===== src/rtl/pcse_pkg.sv =====
// Shared types and constants of the configuration space enumerator.
package pcse_pkg;

    // Action codes of an input item.
    localparam logic [1:0] A_START = 2'd0;
    localparam logic [1:0] A_DATA  = 2'd1;
    localparam logic [1:0] A_FIND  = 2'd2;
    localparam logic [1:0] A_BAR   = 2'd3;

    // Result kinds.
    localparam logic [2:0] K_REQ     = 3'd0;
    localparam logic [2:0] K_DONE    = 3'd1;
    localparam logic [2:0] K_FULL    = 3'd2;
    localparam logic [2:0] K_MATCH   = 3'd3;
    localparam logic [2:0] K_NOMATCH = 3'd4;
    localparam logic [2:0] K_BAR     = 3'd5;
    localparam logic [2:0] K_REJECT  = 3'd6;

    // Datapath operations issued by the controller.
    typedef enum logic [3:0] {
        OP_NONE,
        OP_START,
        OP_REJECT,
        OP_NOMATCH,
        OP_TAKE,
        OP_CLEAR,
        OP_BAR_REQ,
        OP_BAR_OUT,
        OP_FIND_INIT,
        OP_FIND_MATCH,
        OP_FIND_NEXT
    } dp_op_t;

    typedef struct packed {
        dp_op_t op;
    } cmd_t;

    typedef struct packed {
        logic active;
        logic ready;
        logic need_clear;
        logic find_ok;
        logic bar_ok;
        logic clr_last;
        logic fmatch;
        logic flast;
    } status_t;

    // One table entry.
    typedef struct packed {
        logic [15:0] vendor;
        logic [15:0] device;
        logic [7:0]  bus;
        logic [4:0]  slot;
        logic [2:0]  func;
        logic [7:0]  cls;
        logic [7:0]  sub;
        logic [7:0]  pif;
        logic [7:0]  hdr;
        logic [7:0]  line;
        logic [7:0]  pin;
    } entry_t;

endpackage


===== src/rtl/pcse_ctrl.sv =====
// Controller state machine that sequences the datapath.
module pcse_ctrl (
    input  logic               clk,
    input  logic               rst_n,
    input  logic               start,
    input  logic [1:0]         action,
    input  pcse_pkg::status_t  status,
    output pcse_pkg::cmd_t     cmd,
    output logic               busy
);
    import pcse_pkg::*;

    typedef enum logic [4:0] {
        S_IDLE  = 5'b00001,
        S_CLEAR = 5'b00010,
        S_BAR   = 5'b00100,
        S_FRD   = 5'b01000,
        S_FCMP  = 5'b10000
    } state_t;

    state_t state_reg, state_next;

    // Decode accepted items and step through multi-cycle operations.
    always_comb
    begin
        state_next = state_reg;
        cmd.op     = OP_NONE;
        case (state_reg)
            S_IDLE:
            begin
                if (start)
                begin
                    case (action)
                        A_START:
                        begin
                            cmd.op = (status.active || status.ready) ? OP_REJECT : OP_START;
                        end
                        A_DATA:
                        begin
                            if (!status.active)
                            begin
                                cmd.op = OP_REJECT;
                            end
                            else
                            begin
                                cmd.op = OP_TAKE;
                                if (status.need_clear)
                                begin
                                    state_next = S_CLEAR;
                                end
                            end
                        end
                        A_FIND:
                        begin
                            if (status.find_ok)
                            begin
                                cmd.op     = OP_FIND_INIT;
                                state_next = S_FRD;
                            end
                            else
                            begin
                                cmd.op = OP_NOMATCH;
                            end
                        end
                        default:
                        begin
                            if (status.bar_ok)
                            begin
                                cmd.op     = OP_BAR_REQ;
                                state_next = S_BAR;
                            end
                            else
                            begin
                                cmd.op = OP_NOMATCH;
                            end
                        end
                    endcase
                end
            end
            S_CLEAR:
            begin
                cmd.op = OP_CLEAR;
                if (status.clr_last)
                begin
                    state_next = S_IDLE;
                end
            end
            S_BAR:
            begin
                cmd.op     = OP_BAR_OUT;
                state_next = S_IDLE;
            end
            S_FRD:
            begin
                state_next = S_FCMP;
            end
            S_FCMP:
            begin
                if (status.fmatch)
                begin
                    cmd.op     = OP_FIND_MATCH;
                    state_next = S_IDLE;
                end
                else if (status.flast)
                begin
                    cmd.op     = OP_NOMATCH;
                    state_next = S_IDLE;
                end
                else
                begin
                    cmd.op     = OP_FIND_NEXT;
                    state_next = S_FRD;
                end
            end
            default:
            begin
                state_next = S_IDLE;
            end
        endcase
    end

    always_ff @(posedge clk or negedge rst_n)
    begin
        if (!rst_n)
        begin
            state_reg <= S_IDLE;
        end
        else
        begin
            state_reg <= state_next;
        end
    end

    assign busy = (state_reg != S_IDLE);

endmodule


===== config.mk =====
export PLATFORM = sky130hd
export DESIGN_NAME = pcse_ctrl
export DESIGN_NICKNAME = d
export VERILOG_FILES = /design/src/rtl/pcse_pkg.sv /design/src/rtl/pcse_ctrl.sv
export SDC_FILE = /design/constraint.sdc
export NUM_CORES = 1
export LEC_CHECK = 0
export BUFFER_PORTS_ARGS = -buffer_cell sky130_fd_sc_hd__buf_4
export CAP_MARGIN = 20
export CELL_PAD_IN_SITES_DETAIL_PLACEMENT = 1
export CELL_PAD_IN_SITES_GLOBAL_PLACEMENT = 2
export CORE_ASPECT_RATIO = 1.25
export CORE_UTILIZATION = 27
export CTS_BUF_LIST = sky130_fd_sc_hd__clkbuf_8
export CTS_CLUSTER_SIZE = 20
export DETAILED_ROUTE_END_ITERATION = 7
export HOLD_SLACK_MARGIN = 0.06
export PLACE_DENSITY_LB_ADDON = 0.1
export SLEW_MARGIN = 20
export SYNTH_ARGS = -nofsm -noshare
export SYNTH_HDL_FRONTEND = slang
export SYNTH_SLANG_ARGS = --single-unit

===== constraint.sdc =====
create_clock -name clk -period 1.95 [get_ports clk]
set_clock_uncertainty 0.05 [all_clocks]
set_input_delay 0.0975 -clock clk [delete_from_list [all_inputs] [get_ports clk]]
set_output_delay 0.0975 -clock clk [all_outputs]
set_load 0.1 [all_outputs]

==> results of run 1 <==
metal layers:
metal  wire length, um  GRT usage [%]  vias up
met1               622           20.6      251
li1                  -              -      281
met5                 0              0        -
met4                12           6.67        0
met2               703           26.5       10
met3                23           3.98        2
critical path: cells and delay by family (launching register included):
kind                   cells  cell delay (ps)
flip-flops                 1              580
AO/OA/AOI/OAI              1              290
AND/OR/NAND/NOR            3              420
buffers and inverters      1              210
metrics by stage:
step                      power [mW]  instances
after floorplan                0.757         65
after global placement         0.932        102
after detailed placement       0.936        102
after CTS                       1.15        107
after global routing            1.24        107
final                           1.16        107
power groups by stage:
stage | Sequential (mW) | Clock, mW | Combinational, mW
finish | 0.200 | 0.182 | 0.782
global placement | 0.196 | 0 | 0.736
floorplan | 0.182 | 0 | 0.575
CTS | 0.197 | 0.187 | 0.762
detailed placement | 0.198 | 0 | 0.737
global route | 0.208 | 0.193 | 0.841
Yosys cell counts (all sizes together):
master / count
o32ai: 1
nor3: 4
xnor2: 1
dfrtp: 4
and3: 2
o21ai: 7
o221ai: 1
a21oi: 3
nand2b: 3
and2b: 2
a22o: 1
nand3b: 1
or4: 2
or3: 1
o21a: 1
nand2: 7
nor2b: 3
o311ai: 1
nor2: 7
dfstp: 1
and2: 1
ha: 4
a31oi: 1
inv: 3
nor3b: 3
final cells by class:
type / instances / area [um2]
Fill cell: 222 / 968
Sequential cell: 5 / 126
Timing Repair Buffer: 19 / 161
Tap cell: 19 / 23.8
Multi-Input combinational cell: 57 / 429
Inverter: 3 / 11.3
Clock inverter: 1 / 3.75
Clock buffer: 3 / 41.3
worst paths after layout:
path	start	to	slack, ps	cells after the start
worst max-delay path	state_reg[0]$_DFFE_PN1P_	cmd[3]	80	5
worst min-delay path	status[0]	state_reg[3]$_DFFE_PN0P_	170	4
worst max register to register	state_reg[0]$_DFFE_PN1P_	state_reg[1]$_DFFE_PN0P_	400	4
worst min register to register	state_reg[3]$_DFFE_PN0P_	state_reg[4]$_DFFE_PN0P_	610	1
max in group asynchronous	rst_n	state_reg[0]$_DFFE_PN1P_	1480	2
min in group asynchronous	rst_n	state_reg[2]$_DFFE_PN0P_	180	2
kinds of logic (layout without fill, tap and decap cells):
| group | after synthesis | in the layout |
|---|---|---|
| and+or+nand+nor | 36 | 36 |
| AOI/OAI and AO/OA | 16 | 16 |
| DFF | 5 | 5 |
| adders and majority gates | 4 | 4 |
| buffers and inverters | 3 | 26 |
| xor gates and xnor gates | 1 | 1 |
layout by cell type, fill, tap and decap left out, types with 3 or more instances in the layout:
master,instances
inv_1,4
buf_4,16
nor3_1,3
o21ai_0,5
ha_1,4
nand2_1,6
clkbuf_8,3
dfrtp_1,4
nor2_1,7
nor3b_1,3
repair_timing:
| item | CTS | global route |
|---|---|---|
| gates resized for setup | 5 | 4 |
| hold buffers | 1 | 0 |
| endpoints found under the setup margin | 4 | 3 |
| endpoints found under the hold margin | 5 | 0 |
==> impl_results.md, run 1 <==
- Die footprint: between 2000 and 2500 um2
- Maximum number of pins on one net before global-route repair: 9
- Top-Level Pins: 18
- Xor/xnor share of the synthesized area: roughly 1.7%
- Largest register FFs: 5
- GPL Wtd Cong: just under 0.8
- Placed Instance Area: 708 um2
- Count of final setup violators: 0
- Worst Hold Slack: 172 ps
- Biggest fanout along the worst timing path: 8
- Num CTS Buffers: 3
- Clk sink count: 5
- Clock Pin Slew Worst Setup and Hold Paths: around 30 ps
- Tightest Pin Transition: ~400 ps
- Switching fraction of total power: between 50% and 60%
- Mapped Nets: 82
- WP data arrival: between 1500 and 2000 ps
- Delay contributed by the slowest stage of the critical path: about 580 ps
- Post-synthesis compound-gate area fraction: 20.3%
- Ratio of cells with drive above 1 in the final layout: 37.5%
- WS Path Type: reg -> out
- Share of power burned in the clock network: between 10% and 20%
- Post-route setup slack: about 77 ps
- Leakage dissipation: 0.361 nW
- Antenna diode instance count: 0
- Clk Tree Root Cell: clkbuf_8
- Max-cap check violation count: 0
- Power per unit of standard cell area: approximately 1500 nW/um2
- DRC violation count after routing: 0
- Buffers added on ports: 17
- Post-Synthesis Cell Area: roughly 500 um2
- Number of pins with negative max-slew slack in the final report: 0
- NetSw: 0.627 mW
- Total half-perimeter wirelength after legalization and detailed placement: around 1200 um
- Internal Power: 0.536 mW
- Total of flip-flops plus latches after synthesis: 5
- Total number of nets in the final design: roughly 110
- # rows: 17
- Adder and majority gate portion of the synthesized area: 9.90%
- Final Core Density: 45.1%
- Yosys synthesis warning count: 0
- Number of vias per cell after detailed routing: 5.08
- CP max stage cell: dfstp_2
- Drt wl/cell: between 10 and 15 um
- Starting density of the core: between 20% and 30%
- Worst max-slew margin expressed relative to the limit: 73.2%
- Fin crit share: roughly 96%
- Detailed-route wire length: about 1400 um
- Clock Path Buffers: 2
- Top cell type's share of synthesized area: between 10% and 20%
- Cell type contributing the most total cell area after synthesis: dfrtp_1
- Cell Chain, Critical Path: nor2b_2 -> and2_4 -> nand2_4 -> o32ai_4 -> buf_12
- Largest family of logic cells by synthesized area: simple AND/OR/NAND/NOR gates
- Residual overflow from global routing: 0
- Share of cell area taken by muxes after synthesis: 0%
- Number of buffers inserted by post-CTS setup repair: 0
- Kind of end point of the critical path: output pin
- Synth cell types: 28
- First-pass GRT wire length: ~2300 um
- Top cells by area in the synthesized netlist: dfrtp_1 (20%), ha_1 (9.9%), o21ai_0 (6.9%), dfstp_2 (5.2%), nand2_1 (5.2%)
- Clock Latency Late Sink: between 200 and 250 ps
- CTS H-Tree Depth: 1
- Hold Path Class: in -> reg
- GR Util All Layers: between 10% and 20%
- Fin crit period: roughly 1900 ps
- Result of the run: complete, no violations
- Setup crit start kind: register
- Peak clock frequency supported by timing: roughly 530 MHz
- Unrepaired setup endpoints after global routing: false
- Via count: between 500 and 600
- Sum of negative setup slack: 0 ps
- Clock tree from TritonCTS: yes
- Initial DRC count: 7
- Placeable core region: between 1500 and 2000 um2
- Worst endpoint required time: between 1500 and 2000 ps
- Non-Filler Cell Area, Final: ~800 um2
- Worst vdd ir: approximately 970 uV
- Share of power burned in combinational logic: between 60% and 70%
- Share of total power in sequential cells: 17.2%
- Simple-gate share of the synthesized area: approximately two fifths
- Fin. Hold Viols: 0
- Sequential share of the synthesized area: around a quarter
- Number of global-route vias before repair: ~580
- Final ANT Viol Nets: 0
- Synth Instances: 65
- Height of the die: between 50 and 60 um
- Initial antenna violation count: 0
- Average cell area after synthesis: just under 8 um2
- Worst slack at placement: 85.4 ps
- Synth-to-Final Area Change: 57.7%
- Initial DRT Pass Iterations: 2
- Die width: 40.7 um
Power figures use the tool's default switching activity.
==> run 2: changes to the inputs <==
--- a/config.mk
+++ b/config.mk
@@ -5,7 +5,7 @@
 export SDC_FILE = /design/constraint.sdc
 export NUM_CORES = 1
 export LEC_CHECK = 0
-export BUFFER_PORTS_ARGS = -buffer_cell sky130_fd_sc_hd__buf_4
+export BUFFER_PORTS_ARGS = -buffer_cell sky130_fd_sc_hd__buf_2
 export CAP_MARGIN = 20
 export CELL_PAD_IN_SITES_DETAIL_PLACEMENT = 1
 export CELL_PAD_IN_SITES_GLOBAL_PLACEMENT = 2
==> run 2 against run 1 <==
Against the previous run: setup slack got worse by 17 ps; non-clock buffer count rose by 1; highest routed layer is now met3; register-to-register slack got worse by 20 ps; routed wire length rose by 4.6%; sequential power fell by 8%; largest cell class unchanged; sequential cell count did not move; via count rose by 1.8%; global-route usage rose by 1.0 points; cell area fell by 0.16%; count of clock-buffer cells in the layout did not move; cell count rose by 0.93%.
==> impl_results.md, run 2 (synthesized netlist as in run 1, its figures left out) <==
- Result of the run: complete, no violations (unchanged)
- Commonest cells after routing, fill and taps aside: buf_2 (13), nor2_1 (7), nand2_1 (6), o21ai_0 (5) (was buf_4 (16), nor2_1 (7), nand2_1 (6), o21ai_0 (5))
- Clock Path Buffers: 2 (unchanged)
- Number of buffers inserted by post-CTS setup repair: 0 (unchanged)
- Clock tree from TritonCTS: yes (unchanged)
- Clock Latency Late Sink: 210 ps (was 220 ps)
- Most common cell after layout, fill and taps aside: buf_2 (was buf_4)
- Worst slack at placement: 69.0 ps (was 85.4 ps)
- Placeable core region: 1770 um2 (unchanged)
- Clk sink count: 5 (unchanged)
- Synth-to-Final Area Change: 57.4% (was 57.7%)
- Fin crit period: 1890 ps (was 1870 ps)
- Clock Pin Slew Worst Setup and Hold Paths: 30 ps (about the same)
- CTS H-Tree Depth: 1 (unchanged)
- Height of the die: 50.4 um (unchanged)
- GRT met2 Usage: 28.6% (was 26.5%)
- Final ANT Viol Nets: 0 (unchanged)
- Met3 demand-to-capacity share in global routing: 3.98% (unchanged)
- Count of final setup violators: 0 (unchanged)
- Biggest fanout along the worst timing path: 8 (unchanged)
- Number of global-route vias before repair: 563 (was 576)
- Drt wl/cell: 13.2 um (was 12.7 um)
- Layout fillers: 224 (was 222)
- DRC violation count after routing: 0 (unchanged)
- Worst endpoint required time: 1800 ps (about the same)
- Tightest Pin Transition: 483 ps (was 400 ps)
- GPL Wtd Cong: 0.767 (was 0.790)
- Antenna diode instance count: 0 (unchanged)
- Via count: 554 (was 544)
- Worst max-slew margin expressed relative to the limit: 68.0% (was 73.2%)
- WP data arrival: 1740 ps (was 1730 ps)
- Die width: 40.7 um (unchanged)
- Residual overflow from global routing: 0 (unchanged)
- Clk Tree Root Cell: clkbuf_8 (unchanged)
- Detailed-route wire length: 1420 um (was 1360 um)
- Final Core Density: 45.1% (about the same)
- Leakage dissipation: 0.359 nW (was 0.361 nW)
- Maximum number of pins on one net before global-route repair: 9 (unchanged)
- Die footprint: 2050 um2 (unchanged)
- Total number of nets in the final design: 107 (was 106)
- Post-route setup slack: 60.5 ps (was 77.4 ps)
- Power per unit of standard cell area: 1500 nW/um2 (was 1460 nW/um2)
- Overall Power: 1.19 mW (was 1.16 mW)
- Setup crit start kind: register (unchanged)
- Initial DRT Pass Iterations: 3 (was 2)
- Buffers added on ports: 17 (unchanged)
- Met1 routing resource usage after global routing: 21.8% (was 20.6%)
- Total half-perimeter wirelength after legalization and detailed placement: 1200 um (was 1170 um)
- # rows: 17 (unchanged)
- Starting density of the core: 28.6% (unchanged)
- Initial antenna violation count: 0 (unchanged)
- Top-Level Pins: 18 (unchanged)
- Largest register FFs: 5 (unchanged)
- Grt peak-use layer: met2 (unchanged)
- First-pass GRT wire length: 2470 um (was 2350 um)
- Number of vias per cell after detailed routing: 5.13 (was 5.08)
- Fin. Hold Viols: 0 (unchanged)
- Number of pins with negative max-slew slack in the final report: 0 (unchanged)
- Fin crit share: 96.9% (was 96.0%)
- Max-cap check violation count: 0 (unchanged)
- Hold Path Class: in -> async (was in -> reg)
- GR Util All Layers: 17.7% (was 16.7%)
- Worst vdd ir: 932 uV (was 968 uV)
- Initial DRC count: 2 (was 7)
- Inst Count DP: 103 (was 102)
- Kind of end point of the critical path: output pin (unchanged)
- Number of standard cells in the final layout excluding fillers: 108 (was 107)
- Ratio of cells with drive above 1 in the final layout: 37.1% (was 37.5%)
- WS Path Type: reg -> out (unchanged)
- Peak clock frequency supported by timing: 529 MHz (was 534 MHz)
- Num CTS Buffers: 3 (unchanged)
## run 2: final timing paths
kind                                               start                        to  slack, ps  cells past startpoint
worst max register to register  state_reg[0]$_DFFE_PN1P_  state_reg[1]$_DFFE_PN0P_        380                      4
worst min register to register  state_reg[3]$_DFFE_PN0P_  state_reg[4]$_DFFE_PN0P_        620                      2
worst min-delay path                               rst_n  state_reg[4]$_DFFE_PN0P_        170                      2
worst max-delay path            state_reg[0]$_DFFE_PN1P_                    cmd[3]         60                      5
min in group clk                               status[0]  state_reg[3]$_DFFE_PN0P_        190                      4
max in group asynchronous                          rst_n  state_reg[0]$_DFFE_PN1P_       1470                      2
## run 2: layout make-up
cell class,instances,area [um2],share of cell area (%)
Multi-Input combinational cell,57,419,52.7
Clock buffer,3,41.3,5.19
Clock inverter,1,3.75,0.472
Tap cell,19,23.8,2.99
Timing Repair Buffer,20,170,21.4
Sequential cell,5,126,15.9
Inverter,3,11.3,1.42
## run 2: timing repair
| action | in CTS | in global routing |
|---|---|---|
| cloned | 0 | 0 |
| hold buffers | 1 | 0 |
| setup endpoints to repair | 4 | 1 |
| pin swaps | 1 | 0 |
| endpoints found under the hold margin | 5 | 0 |
| gates resized for setup | 2 | 1 |
## run 2: layer usage
| metal | part of all wire (%) | vias up | routed length, um |
|---|---|---|---|
| met1 | 43 | 264 | 618 |
| met5 | 0 | - | 0 |
| li1 | - | 282 | - |
| met3 | 1.2 | 0 | 17 |
| met4 | 0 | 0 | 0 |
| met2 | 55 | 8 | 786 |
## run 2: power by group
part	internal (mW)	switching, mW
registers	0.143	0.0417
logic	0.285	0.545
clock network	0.134	0.0441
## run 2: worst max-delay path, cell delays in order (launching register included)
cell and delay (ps):
dfstp_2 580, nor2b_2 170, and2_4 170, nand2_2 120, o32ai_4 270, buf_12 210
## run 2: stage by stage
step / cell area, um2 / TNS (ps) / hold slack (ps)
after global routing: 796 / -0.746 / 205
final: 796 / 0 / 170
after global placement: 733 / 0 / -137
after CTS: 793 / 0 / 177
after floorplan: 549 / -412 / -248
after detailed placement: 733 / 0 / -136
